==> src/hw/rtl/atsks_pkg.sv <==
// ----------------------------------------------------------------------------
// atsks_pkg
// Types and constants shared by the antenna tuner start/key sequencer.
// ----------------------------------------------------------------------------
package atsks_pkg;

	// Configuration register width and index width
	localparam int CFG_W     = 16;
	localparam int CFG_IDX_W = 2;

	// Default timer width
	localparam int TIMER_BITS_DEF = 16;

	// Register reset values in milliseconds
	localparam logic [CFG_W-1:0] START_HOLD_RST  = 16'd600;
	localparam logic [CFG_W-1:0] KEY_LOW_TO_RST  = 16'd2000;
	localparam logic [CFG_W-1:0] TUNE_TO_RST     = 16'd20000;

	// Register indexes on the configuration port
	typedef enum logic [CFG_IDX_W-1:0] {
		CFG_START_HOLD = 2'd0,
		CFG_KEY_LOW_TO = 2'd1,
		CFG_TUNE_TO    = 2'd2
	} cfg_idx_t;

	// Handshake phase
	typedef enum logic [1:0] {
		PH_IDLE    = 2'd0,
		PH_HOLD    = 2'd1,
		PH_WAITLOW = 2'd2,
		PH_RF      = 2'd3
	} phase_t;

	// Status codes reported to the host
	typedef enum logic [2:0] {
		ST_DONE         = 3'd0,
		ST_RF_REQ       = 3'd1,
		ST_KEY_NOT_HIGH = 3'd2,
		ST_KEY_TIMEOUT  = 3'd3,
		ST_SAFETY       = 3'd4
	} status_t;

	// Timer limits handed from the register file to the core
	typedef struct packed {
		logic [CFG_W-1:0] start_hold_ms;
		logic [CFG_W-1:0] key_low_timeout_ms;
		logic [CFG_W-1:0] tune_timeout_ms;
	} cfg_t;

	// One result item
	typedef struct packed {
		logic    start_drive;
		logic    status_write;
		status_t status_code;
		phase_t  phase;
	} result_t;

endpackage

==> src/hw/rtl/atsks_cfg_regs.sv <==
// ----------------------------------------------------------------------------
// atsks_cfg_regs
// Timer limit registers behind the plain configuration write port.
// ----------------------------------------------------------------------------
module atsks_cfg_regs
	import atsks_pkg::*;
(
	input  logic                 clk,
	input  logic                 arst_n,
	input  logic                 cfg_we,
	input  logic [CFG_IDX_W-1:0] cfg_addr,
	input  logic [CFG_W-1:0]     cfg_wdata,
	output cfg_t                 cfg
);

	cfg_t cfg_q;

	// Write the addressed register; drop writes to unused indexes
	always_ff @(posedge clk or negedge arst_n) begin
		if (!arst_n) begin
			cfg_q.start_hold_ms      <= START_HOLD_RST;
			cfg_q.key_low_timeout_ms <= KEY_LOW_TO_RST;
			cfg_q.tune_timeout_ms    <= TUNE_TO_RST;
		end else if (cfg_we) begin
			unique case (cfg_addr)
				CFG_START_HOLD: cfg_q.start_hold_ms      <= cfg_wdata;
				CFG_KEY_LOW_TO: cfg_q.key_low_timeout_ms <= cfg_wdata;
				CFG_TUNE_TO:    cfg_q.tune_timeout_ms    <= cfg_wdata;
				default: ;
			endcase
		end
	end

	assign cfg = cfg_q;

endmodule

==> src/hw/rtl/atsks_seq_core.sv <==
// ----------------------------------------------------------------------------
// atsks_seq_core
// Phase state machine and millisecond timer; one request per cycle while advance is high.
// ----------------------------------------------------------------------------
module atsks_seq_core
	import atsks_pkg::*;
#(
	parameter int TIMER_BITS = TIMER_BITS_DEF
) (
	input  logic    clk,
	input  logic    arst_n,
	input  logic    advance,
	input  logic    key_level,
	input  logic    tune_request,
	input  logic    ms_tick,
	input  cfg_t    cfg,
	output result_t result
);

	localparam int CMP_W = (TIMER_BITS > CFG_W) ? TIMER_BITS : CFG_W;
	localparam logic [TIMER_BITS-1:0] TMR_MAX = {TIMER_BITS{1'b1}};

	phase_t                phase_q, phase_nx;
	logic [TIMER_BITS-1:0] elapsed_q, elapsed_inc, elapsed_nx;
	logic                  start_q, start_nx;
	logic                  wr;
	status_t               code;
	logic                  exp_hold, exp_key, exp_tune;

	// Advance the timer by one tick, saturating at all ones
	assign elapsed_inc = (ms_tick && (elapsed_q != TMR_MAX)) ?
		elapsed_q + TIMER_BITS'(1) : elapsed_q;

	// Expire on reaching the limit or on a saturated timer
	function automatic logic expired(input logic [TIMER_BITS-1:0] el,
			input logic [CFG_W-1:0] limit);
		logic [CMP_W-1:0] el_w, lim_w;
		el_w  = CMP_W'(el);
		lim_w = CMP_W'(limit);
		return (el_w >= lim_w) || (el == TMR_MAX);
	endfunction

	assign exp_hold = expired(elapsed_inc, cfg.start_hold_ms);
	assign exp_key  = expired(elapsed_inc, cfg.key_low_timeout_ms);
	assign exp_tune = expired(elapsed_inc, cfg.tune_timeout_ms);

	// Hold phase, timer and start level between requests
	always_ff @(posedge clk or negedge arst_n) begin
		if (!arst_n) begin
			phase_q   <= PH_IDLE;
			elapsed_q <= '0;
			start_q   <= 1'b0;
		end else if (advance) begin
			phase_q   <= phase_nx;
			elapsed_q <= elapsed_nx;
			start_q   <= start_nx;
		end
	end

	// Decide the next phase and the status report
	always_comb begin
		phase_nx   = phase_q;
		elapsed_nx = elapsed_inc;
		start_nx   = start_q;
		wr         = 1'b0;
		code       = ST_DONE;
		unique case (phase_q)
			PH_IDLE: begin
				if (tune_request) begin
					if (!key_level) begin
						wr   = 1'b1;
						code = ST_KEY_NOT_HIGH;
					end else begin
						start_nx   = 1'b1;
						phase_nx   = PH_HOLD;
						elapsed_nx = '0;
					end
				end
			end
			PH_HOLD: begin
				if (exp_hold) begin
					start_nx   = 1'b0;
					phase_nx   = PH_WAITLOW;
					elapsed_nx = '0;
				end
			end
			PH_WAITLOW: begin
				if (!key_level) begin
					wr         = 1'b1;
					code       = ST_RF_REQ;
					phase_nx   = PH_RF;
					elapsed_nx = '0;
				end else if (exp_key) begin
					wr         = 1'b1;
					code       = ST_KEY_TIMEOUT;
					phase_nx   = PH_IDLE;
					elapsed_nx = '0;
				end
			end
			PH_RF: begin
				if (key_level) begin
					wr         = 1'b1;
					code       = ST_DONE;
					phase_nx   = PH_IDLE;
					elapsed_nx = '0;
				end else if (exp_tune) begin
					wr         = 1'b1;
					code       = ST_SAFETY;
					phase_nx   = PH_IDLE;
					elapsed_nx = '0;
				end
			end
			default: begin
				phase_nx = PH_IDLE;
			end
		endcase
	end

	assign result.start_drive  = start_nx;
	assign result.status_write = wr;
	assign result.status_code  = code;
	assign result.phase        = phase_nx;

endmodule

==> src/hw/rtl/atsks_out_reg.sv <==
// ----------------------------------------------------------------------------
// atsks_out_reg
// Result register on the output channel; holds a request while stalled.
// ----------------------------------------------------------------------------
module atsks_out_reg
	import atsks_pkg::*;
(
	input  logic    clk,
	input  logic    arst_n,
	input  logic    load,
	input  result_t result,
	input  logic    out_stall,
	output logic    out_valid,
	output result_t out_result
);

	logic    valid_q;
	result_t result_q;

	// Keep a result until the receiver takes it
	always_ff @(posedge clk or negedge arst_n) begin
		if (!arst_n) begin
			valid_q <= 1'b0;
		end else begin
			valid_q <= load | (valid_q & out_stall);
		end
	end

	// Load the payload when a new result comes in
	always_ff @(posedge clk) begin
		if (load) begin
			result_q <= result;
		end
	end

	assign out_valid  = valid_q;
	assign out_result = result_q;

endmodule

==> src/hw/rtl/antenna_tuner_start_key_sequencer.sv <==
// ----------------------------------------------------------------------------
// antenna_tuner_start_key_sequencer
// Start/key handshake sequencer for an external antenna tuner.
// ----------------------------------------------------------------------------
// Usage:
//   The input channel (in_valid / in_stall) carries one poll sample per
//   request: key_level, tune_request and ms_tick. The output channel
//   (out_valid / out_stall) returns exactly one result per sample: the start
//   line level, a status write strobe with its code, and the phase.
//   A sample is taken into the input register, passes the combinational phase
//   logic and lands in the result register, where out_valid rises and the
//   receiver can take it. One sample is accepted every cycle while the
//   receiver does not stall; the rate is set by the phase update between the
//   two registers. When the receiver stalls, the result register holds its
//   request and the input register fills; in_stall then rises until the
//   result is taken. Reset clears both registers, puts the sequencer in idle
//   with the start line released and the timer at zero, and loads the default
//   limits (600 ms hold, 2000 ms key low, 20000 ms tune). The user writes the
//   limits on cfg_we / cfg_addr / cfg_wdata only while no sample is in
//   flight; the block itself does not enforce this.
// ----------------------------------------------------------------------------
module antenna_tuner_start_key_sequencer
	import atsks_pkg::*;
#(
	parameter int TIMER_BITS = TIMER_BITS_DEF
) (
	input  logic                 clk,
	input  logic                 arst_n,
	input  logic                 cfg_we,
	input  logic [CFG_IDX_W-1:0] cfg_addr,
	input  logic [CFG_W-1:0]     cfg_wdata,
	input  logic                 in_valid,
	output logic                 in_stall,
	input  logic                 key_level,
	input  logic                 tune_request,
	input  logic                 ms_tick,
	output logic                 out_valid,
	input  logic                 out_stall,
	output logic                 start_drive,
	output logic                 status_write,
	output logic [2:0]           status_code,
	output logic [1:0]           phase
);

	cfg_t    cfg;
	result_t result, out_result;
	logic    valid_s1, key_s1, req_s1, tick_s1;
	logic    advance, take_in;

	atsks_cfg_regs u_cfg (
		.clk       (clk),
		.arst_n    (arst_n),
		.cfg_we    (cfg_we),
		.cfg_addr  (cfg_addr),
		.cfg_wdata (cfg_wdata),
		.cfg       (cfg)
	);

	// Move the sampled request on when the result register is free
	assign advance  = valid_s1 & (~out_valid | ~out_stall);
	assign in_stall = valid_s1 & ~advance;
	assign take_in  = in_valid & ~in_stall;

	// Input register valid
	always_ff @(posedge clk or negedge arst_n) begin
		if (!arst_n) begin
			valid_s1 <= 1'b0;
		end else begin
			valid_s1 <= take_in | (valid_s1 & ~advance);
		end
	end

	// Input register payload
	always_ff @(posedge clk) begin
		if (take_in) begin
			key_s1  <= key_level;
			req_s1  <= tune_request;
			tick_s1 <= ms_tick;
		end
	end

	atsks_seq_core #(
		.TIMER_BITS (TIMER_BITS)
	) u_core (
		.clk          (clk),
		.arst_n       (arst_n),
		.advance      (advance),
		.key_level    (key_s1),
		.tune_request (req_s1),
		.ms_tick      (tick_s1),
		.cfg          (cfg),
		.result       (result)
	);

	atsks_out_reg u_out (
		.clk        (clk),
		.arst_n     (arst_n),
		.load       (advance),
		.result     (result),
		.out_stall  (out_stall),
		.out_valid  (out_valid),
		.out_result (out_result)
	);

	assign start_drive  = out_result.start_drive;
	assign status_write = out_result.status_write;
	assign status_code  = out_result.status_code;
	assign phase        = out_result.phase;

endmodule

==> config.mk <==
export PLATFORM = sky130hd
export DESIGN_NAME = antenna_tuner_start_key_sequencer
export DESIGN_NICKNAME = d
export VERILOG_FILES = /design/src/hw/rtl/atsks_pkg.sv /design/src/hw/rtl/atsks_cfg_regs.sv /design/src/hw/rtl/atsks_seq_core.sv /design/src/hw/rtl/atsks_out_reg.sv /design/src/hw/rtl/antenna_tuner_start_key_sequencer.sv
export SDC_FILE = /design/constraint.sdc
export NUM_CORES = 1
export LEC_CHECK = 0
export CAP_MARGIN = 0
export CORE_ASPECT_RATIO = 0.75
export CORE_UTILIZATION = 42
export CTS_CLUSTER_SIZE = 14
export DETAILED_ROUTE_END_ITERATION = 6
export DONT_BUFFER_PORTS = 1
export GPL_TIMING_DRIVEN = 0
export MAX_ROUTING_LAYER = met4
export PLACE_DENSITY_LB_ADDON = 0.08
export SLEW_MARGIN = 20
export SYNTH_ARGS = -nofsm -noshare
export SYNTH_HDL_FRONTEND = slang
export SYNTH_SLANG_ARGS = --single-unit
==> constraint.sdc <==
create_clock -name clk -period 6.7 [get_ports clk]
set_clock_uncertainty 0.15 [all_clocks]
set_input_delay 0.335 -clock clk [delete_from_list [all_inputs] [get_ports clk]]
set_output_delay 0.335 -clock clk [all_outputs]
set_load 0.02 [all_outputs]
---- Word level (Yosys, flattened, before mapping) ----
Index checks and enable logic that the tools add are counted.
cells by class
  eq/ne operators ......................... 7
  reductions and logical operators ........ 9
  multiplexer cells ....................... 35
  magnitude comparators ................... 3
  $add $sub $neg .......................... 1
  bitwise logic cells ..................... 11
operator list
  cell                                                                    count
  16-bit 2-to-1 mux                                                       8
  16-bit case mux with 4 select lines                                     1
  16-bit >= comparator                                                    3
  2-bit 2-to-1 mux                                                        9
  16-bit by 1-bit adder with 16-bit output (second input constant)        1
  16-bit equality test (second input constant)                            1
  16-bit inequality test (second input constant)                          1
  3-bit 2-to-1 mux                                                        4
  1-bit 2-to-1 mux                                                        9
  3-bit case mux with 3 select lines                                      1
  2-bit case mux with 4 select lines                                      1
  2-bit equality test (second input constant)                             3
  2-bit AND reduction                                                     3
  1-bit bitwise AND                                                       4
  2-bit by 1-bit equality test with 1-bit output (second input constant)  2
  2-bit zero test                                                         2
  1-bit NOT                                                               4
  1-bit logical OR                                                        3
  1-bit bitwise OR                                                        3
  1-bit case mux with 3 select lines                                      1
  1-bit case mux with 2 select lines                                      1
  1-bit logical AND                                                       1
word-level totals
  register bits ........................... 79
  input port bits ......................... 26
  output and inout bits ................... 9
  word-level logic and storage cells ...... 81

---- Depth between registers and ports, before layout ----
Gate-level depths: netlist (run 1).
  depth in word-level cells ............... 8
  gate-level depth with buffers ........... 16
  depth with buffers taken out ............ 15

---- By module ----
Synthesis (run 1) repeated with hierarchy kept, for this count alone.
unflattened totals
  cells, all modules ...................... 507
  area, all modules ....................... 5,111.2 µm²
modules (own cells, without submodules)
  module                             seq. area each (µm²)  cells an instance  times used  area an instance (µm²)
  atsks_seq_core                     475.5                 387                1           2,885.3
  atsks_cfg_regs                     1,219.9               102                1           1,834.3
  atsks_out_reg                      235.2                 9                  1           242.7
  antenna_tuner_start_key_sequencer  115.1                 9                  1           148.9

---- Worst setup path after synthesis (run 1) ----
No wires, ideal clock.
  path kind ............................... reg-to-reg
  start point ............................. register u_core.elapsed_q[0]
  end point ............................... register u_core.elapsed_q[7]
  slack ................................... 2.575 ns
  period minus slack after synthesis ...... 4.125 ns
  required time ........................... 6.440 ns
  setup time .............................. 0.110 ns
  buffers on the path ..................... 1
  cell stages (with the launch flop) ...... 17
  data arrival time ....................... 3.864 ns
  cells stage by stage .................... dfrtp_1 -> ha_1 -> buf_2 -> inv_1 -> or4_1 -> nand4_1 -> xor2_1 -> inv_1 -> ha_1 -> a211oi_1 -> o21a_1 -> o21ai_0 -> a221oi_1 -> nand3_1 -> a32oi_4 -> o21ai_4 -> o41ai_1
between the ends
  cells in the longest elaborated chain, start to end .. 8
  elaborated cells between the ends (all ways) .. 19
  those cells by class .................... add/sub (1); order compare (3); eq/ne (2); mux (9); reduce/logical (4)
ends and longest elaborated chain
  element                                                                                           line                                         text
  from (decl)                                                                                       atsks_seq_core.sv:24                         logic [TIMER_BITS-1:0] elapsed_q, elapsed_inc, elapsed_nx;
  from (signal assigned)                                                                            atsks_seq_core.sv:55                         elapsed_q <= elapsed_nx;
  parallel branches: the longest is 2 deep, another holds 16-bit by 1-bit adder with 16-bit output  n/a
  16-bit 2-to-1 mux (*)                                                                             atsks_seq_core.sv:31                         assign elapsed_inc = (ms_tick && (elapsed_q != TMR_MAX)) ?
  16-bit >= comparator / 16-bit equality test (equally long branches)                               atsks_seq_core.sv:40                         return (el_w >= lim_w) || (el == TMR_MAX);
  1-bit logical OR                                                                                  atsks_seq_core.sv:40
  16-bit 2-to-1 mux, on equally long branches                                                       atsks_seq_core.sv:106, atsks_seq_core.sv:93
  16-bit 2-to-1 mux, on equally long branches                                                       atsks_seq_core.sv:101, atsks_seq_core.sv:88
  16-bit case mux with 4 select lines (*)                                                           atsks_seq_core.sv:67                         unique case (phase_q)
Every way passes the cells marked *.
A chain may end at the register's enable or synchronous reset.

---- Worst setup path in the final report (run 1) ----
Ends and elaborated chain as after synthesis.

==> key figures, run 1 <==
Routing
  – WL/cell: 17.56 um
  – Remaining DRCs: 0
  – DRT Pass-1 Iters: 5
  – Vias/cell: 5.490
  – First DRT Iteration DRCs: 179
  – Detailed-route via count: 4035
  – Antenna Nets Post-Route: 0
  – Final WL: 12910 um

Worst hold path
  – Hold Crit Class: primary input to register

STA
  – RSZ-0062 raised after global routing: no
  – Min Tclk post-route: 5057 ps
  – Worst-Margin Slew: 1037 ps
  – Slew HR: 30.86%
  – Hold Fails Final Rpt: 0
  – Period utilization: 75.47%
  – Final Max Slew Viols: 0
  – Fmax: 0.1978 GHz
  – Setup tns final: 0 ps
  – # setup viols final: 0

Global routing
  – First-pass GRT wire length: 21470 um
  – Largest net degree at the start of global routing: 70
  – Vias in the first global route: 4087
  – Total GRT Usage: 22.81%
  – Grt total ovfl: 0
  – Antenna violations before repair: 0

Yosys
  – Register area share after synthesis: 39.69%
  – Distinct cells, synth: 65
  – EDFF count, synth: 10
  – Mapped cell area: 5154 sq um
  – Avg Cell Area, Syn: 9.651 sq um
  – Syn nets: 609
  – Post-synthesis cell count: 534
  – Yosys warning count: 0
  – Flops & latches, synth: 79
  – Commonest register cell after synthesis: dfrtp_1
  – FFs w/ async S/R, synth: 87.34%

Critical path
  – CP Data Required Time: 6770 ps
  – Kind of critical path: register to register
  – Crit path capture type: register
  – Critical Path AT: 5130 ps
  – Crit start category: register
  – R2r setup slk: 1640 ps
  – Worst-path maximum fanout: 10

Finish
  – Layout cell share with drive strength beyond 1: 16.40%
  – Final nets: 643
  – Post-Layout Cell Count: 735
  – Synth-to-Final Area Change: 13.94%
  – N_diodes: 0
  – Most frequent cells in the layout: 57 x inv_1, 57 x nand2_1, 54 x dfrtp_1, 49 x ha_1, 35 x mux2_2
  – Fillers: 1127

Clock network
  – Clk_lat worst skew: 340 ps
  – CTS Sinks: 79
  – Max clock buf depth: 2
  – Total CTS buffers: 9
  – CTS tree: done
  – Clock transition at path regs: 60 ps
  – Post-cts resize count: 0
  – Clk root buf: clkbuf_16
  – H-tree depth: 3

Place
  – DP Cell Count: 696
  – Post-DP HPWL: 9520 um
  – Port Buffers: 0
  – Routability cong.: 0.8694

Floorplan
  – Placeable Area: 11780 sq um
  – Starting Density: 43.74%
  – Die X: 129.9 um
  – Row cnt: 34
  – Die ar.: 12720 sq um
  – Vert. Die Dim: 97.93 um
  – IO Count: 35

Flow run
  – Maxcap violations: 0

Power
  – LEAKAGE: 2.668 nW
  – Power per cell area: 292.3 nW/um^2
  – VDD IR max: 0.1332 mV

Run status
  – Status: complete, no violations
==> stage by stage <==
stage	cell area, sq um	hold slack (ps)	utilization (%)	power, mW	setup slack, ps
after global routing	5872	68.70	49.83	1.844	1267
final	5872	52.39	49.83	1.717	1643
after detailed placement	5356	-108.7	45.46	1.235	1708
after CTS	5872	43.34	49.83	1.727	1673
after floorplan	5154	-110.6	-	1.085	2575
after global placement	5356	-108.6	45.46	1.221	1812
==> worst max-delay path: stages (launching register included) <==
cell and delay, ps:
dfrtp_1 480, ha_1 190, buf_2 210, inv_1 90, or4_1 580, nand4_1 130, xor2_1 330, inv_1 170
ha_1 330, a211oi_1 220, o21a_1 150, o21ai_0 80, a221oi_1 550, nand3_1 230, a32oi_4 500, o21ai_4 200
o41ai_1 320
==> routing by layer <==
layer	global-route usage [%]	vias up	routed length, um	part of all wire, %
met5	-	-	0	0
met4	5.725	0	135	1.0
met1	32.32	1962	6811	53
met3	3.836	12	364	2.8
met2	33.65	71	5595	43
li1	-	1990	-	-
==> cells by family (layout without fill, tap and decap cells) <==
family | Yosys count | count (layout) | synth area share (%)
mux | 36 | 36 | 7.842
compound gates | 115 | 115 | 15.93
fa+ha+maj | 49 | 49 | 11.90
simple gates | 167 | 167 | 17.12
buf+inv | 79 | 118 | 5.997
flops | 79 | 79 | 39.69
xor+xnor | 9 | 9 | 1.530
==> state kept, by name (all words and copies together), names as in the netlist <==
register / cells
u_core.start_q: 1
tick_s1: 1
u_cfg.cfg: 48
req_s1: 1
u_core.phase_q: 2
u_out.out_valid: 1
u_out.out_result: 7
u_core.elapsed_q: 16
key_s1: 1
valid_s1: 1
==> report_power, final <==
group          total (mW)  switching [mW]  leakage, nW  internal, mW
Clock               0.458           0.198        0.137         0.260
Sequential          0.650          0.0564        0.920         0.594
Combinational       0.609           0.369         1.61         0.239
==> worst paths after layout <==
path / from / end / cells past startpoint
hold reg to reg: valid_s1 / u_out.out_valid / 1
min in group asynchronous: arst_n / u_core.elapsed_q[13] / 2
setup / recovery: u_core.elapsed_q[0] / u_core.elapsed_q[7] / 16
hold / removal: out_stall / valid_s1 / 2
max in group asynchronous: arst_n / u_cfg.cfg[20] / 2
setup reg to reg: u_core.elapsed_q[0] / u_core.elapsed_q[7] / 16
==> repair_timing <==
item,in CTS,in global routing
hold buffers,23,0
endpoints found under the hold margin,122,0
buffers inserted,0,0
==> cell usage after synthesis (7+ instances only) <==
cell type / instances / area (sq um)
inv_1: 57 / 214.0
nand2_1: 57 / 214.0
dfrtp_1: 54 / 1351
ha_1: 49 / 613.1
mux2_2: 35 / 394.1
o21ai_0: 30 / 150.1
nand3_1: 21 / 105.1
nor2_1: 19 / 71.32
a21oi_1: 16 / 80.08
dfstp_2: 15 / 394.1
nor3_1: 13 / 65.06
clkbuf_1: 12 / 45.04
nand4_1: 12 / 75.07
buf_2: 10 / 50.05
edfxtp_1: 10 / 300.3
o211ai_1: 9 / 67.56
o21ai_1: 7 / 35.03
xor2_1: 7 / 61.31
==> final cells by class <==
class | instances | area, sq um | share of cell area (%)
Buffer | 22 | 95.09 | 1.619
Timing Repair Buffer | 23 | 247.7 | 4.219
Inverter | 57 | 214.0 | 3.644
Clock buffer | 12 | 246.5 | 4.198
Tap cell | 162 | 202.7 | 3.452
Sequential cell | 79 | 2046 | 34.84
Multi-Input combinational cell | 376 | 2799 | 47.67
Clock inverter | 4 | 21.27 | 0.3622
(Power assumes the default switching activity.)
==> run 2, diff against run 1 <==
==> constraint.sdc (replaced) <==
create_clock -name clk -period 4.15 [get_ports clk]
set_clock_uncertainty 0.15 [all_clocks]
set_input_delay 0.2075 -clock clk [delete_from_list [all_inputs] [get_ports clk]]
set_output_delay 0.2075 -clock clk [all_outputs]
set_load 0.02 [all_outputs]
==> run 2 against run 1 <==
  * Count of clock-buffer cells in the layout unchanged
  * Largest cell class unchanged
  * Critical path type unchanged
  * Core utilization increased by 4.3 points
  * Fmax increased by 24%
  * Critical endpoint is now u_core.elapsed_q[9]
  * Highest routed layer unchanged
  * First-iteration DRC count increased by 22%
  * Non-clock buffer count increased by 28
==> key figures, run 2 (synthesized netlist as in run 1, its figures left out) <==
Run status
  – Status: complete, no violations

Critical path
  – CP Cell Sequence: buf_6 -> nand4_4 -> nor4_4 -> nand2b_1 -> mux2_2 -> ha_1 -> a21o_1 -> a31oi_2 -> o21bai_2 -> a221oi_2 -> buf_4 -> nand3_2 -> a32oi_4 -> o21ai_4 -> buf_12 -> o31ai_1
  – Crit start category: register
  – Crit path buf inv count: 3
  – CP delay by family, top: compound AO/OA/AOI/OAI gates
  – CP max stage delay: 420 ps
  – Crit path capture type: register
  – Critical Path AT: 4170 ps
  – Worst-path maximum fanout: 10
  – CP Data Required Time: 4240 ps
  – Slowest cell on crit path: nor4_4
  – Kind of critical path: register to register

Global routing
  – Total GRT Usage: 23.38%
  – Largest net degree at the start of global routing: 70
  – Antenna violations before repair: 0
  – First-pass GRT wire length: 21970 um
  – Vias in the first global route: 4228
  – Grt total ovfl: 0

Place
  – Post-DP HPWL: 9520 um
  – Port Buffers: 0
  – Routability cong.: 0.8694
  – Setup WS pre-CTS: -841.8 ps

Finish
  – Max reg flops: 48
  – N_diodes: 0
  – Final nets: 671
  – Most frequent cells in the layout: 57 x nand2_1, 56 x inv_1, 47 x ha_1, 46 x dfrtp_1, 35 x mux2_2
  – Commonest non-fill, non-tap cell in the layout: nand2_1
  – Synth-to-Final Area Change: 23.72%
  – Layout cell share with drive strength beyond 1: 27.12%

Power
  – VDD IR max: 0.2083 mV
  – Power per cell area: 467.4 nW/um^2
  – LEAKAGE: 2.854 nW

STA
  – Period utilization: 98.38%
  – # setup viols final: 0
  – Worst-Margin Slew: 1060 ps
  – Hold Fails Final Rpt: 0
  – Slew HR: 29.34%
  – Fmax: 0.2449 GHz
  – Setup tns final: 0 ps
  – Min Tclk post-route: 4083 ps
  – Setup ws final: 67.12 ps
  – Final Max Slew Viols: 0

Routing
  – Remaining DRCs: 0
  – Detailed-route via count: 4175
  – Antenna Nets Post-Route: 0
  – First DRT Iteration DRCs: 218
  – WL/cell: 17.88 um
  – Vias/cell: 5.472
  – DRT Pass-1 Iters: 4
  – Final WL: 13640 um

Floorplan
  – Vert. Die Dim: 97.93 um
  – IO Count: 35
  – Starting Density: 43.74%
  – Placeable Area: 11780 sq um
  – Die X: 129.9 um
  – Row cnt: 34
  – Die ar.: 12720 sq um

Clock network
  – H-tree depth: 3
  – Clk root buf: clkbuf_16
  – CTS Sinks: 79
  – Clock transition at path regs: 60 ps
  – Total CTS buffers: 9
  – CTS tree: done
  – Clk_lat worst skew: 340 ps
  – Max clock buf depth: 2

Flow run
  – Maxcap violations: 0

Worst hold path
  – Hold Crit Class: primary input to register
run 2: repair_timing:
item / in CTS / in global routing
hold endpoints to repair: 122 / 0
buffers inserted: 9 / 17
pin swaps: 6 / 19
hold buffers: 24 / 0
resized for setup: 16 / 48
setup endpoints to repair: 23 / 18
cloned: 0 / 1
run 2: cell type report:
cell class | count | area [sq um]
buffer | 22 | 121.4
clock buffer | 12 | 246.5
clock inverter | 4 | 21.27
fill | 1083 | 5408
inverter | 57 | 214.0
multi-input combinational | 376 | 3040
sequential | 79 | 2056
tap | 162 | 202.7
timing repair buffer | 51 | 474.2
run 2: stage by stage:
step / total power [mW] / util, % / instance area (sq um) / hold slack (ps) / cells
2_1_floorplan: 1.752 / - / 5154 / -238.1 / 534
3_3_place_gp: 1.972 / 45.46 / 5356 / -236.1 / 696
3_5_place_dp: 1.994 / 45.46 / 5356 / -236.2 / 696
4_1_cts: 2.846 / 51.14 / 6026 / 22.61 / 745
5_1_grt: 3.181 / 54.11 / 6376 / 57.40 / 763
6_report: 2.980 / 54.11 / 6376 / 35.72 / 763
run 2: routing by layer:
layer / wire length [um] / track usage [%] / vias up
li1: - / - / 2047
met1: 7015 / 32.49 / 2031
met2: 6024 / 34.72 / 86
met3: 479 / 4.110 / 11
met4: 125 / 6.708 / 0
met5: 0 / - / -
run 2: path summary, 6_finish.rpt:
path	to	slack, ps	cells past startpoint	start
worst max-delay path	u_core.elapsed_q[9]	70	16	u_core.elapsed_q[13]
min in group asynchronous	u_core.elapsed_q[13]	320	2	arst_n
max in group asynchronous	u_cfg.cfg[35]	3200	2	arst_n
worst max register to register	u_core.elapsed_q[9]	70	16	u_core.elapsed_q[13]
worst min register to register	u_out.out_valid	350	1	valid_s1
worst min-delay path	tick_s1	40	1	in_valid
run 2: power breakdown:
part / leakage (nW) / switching (mW) / internal (mW)
sequential: 0.907 / 0.0819 / 0.960
combinational: 1.81 / 0.684 / 0.510
clock: 0.137 / 0.325 / 0.420
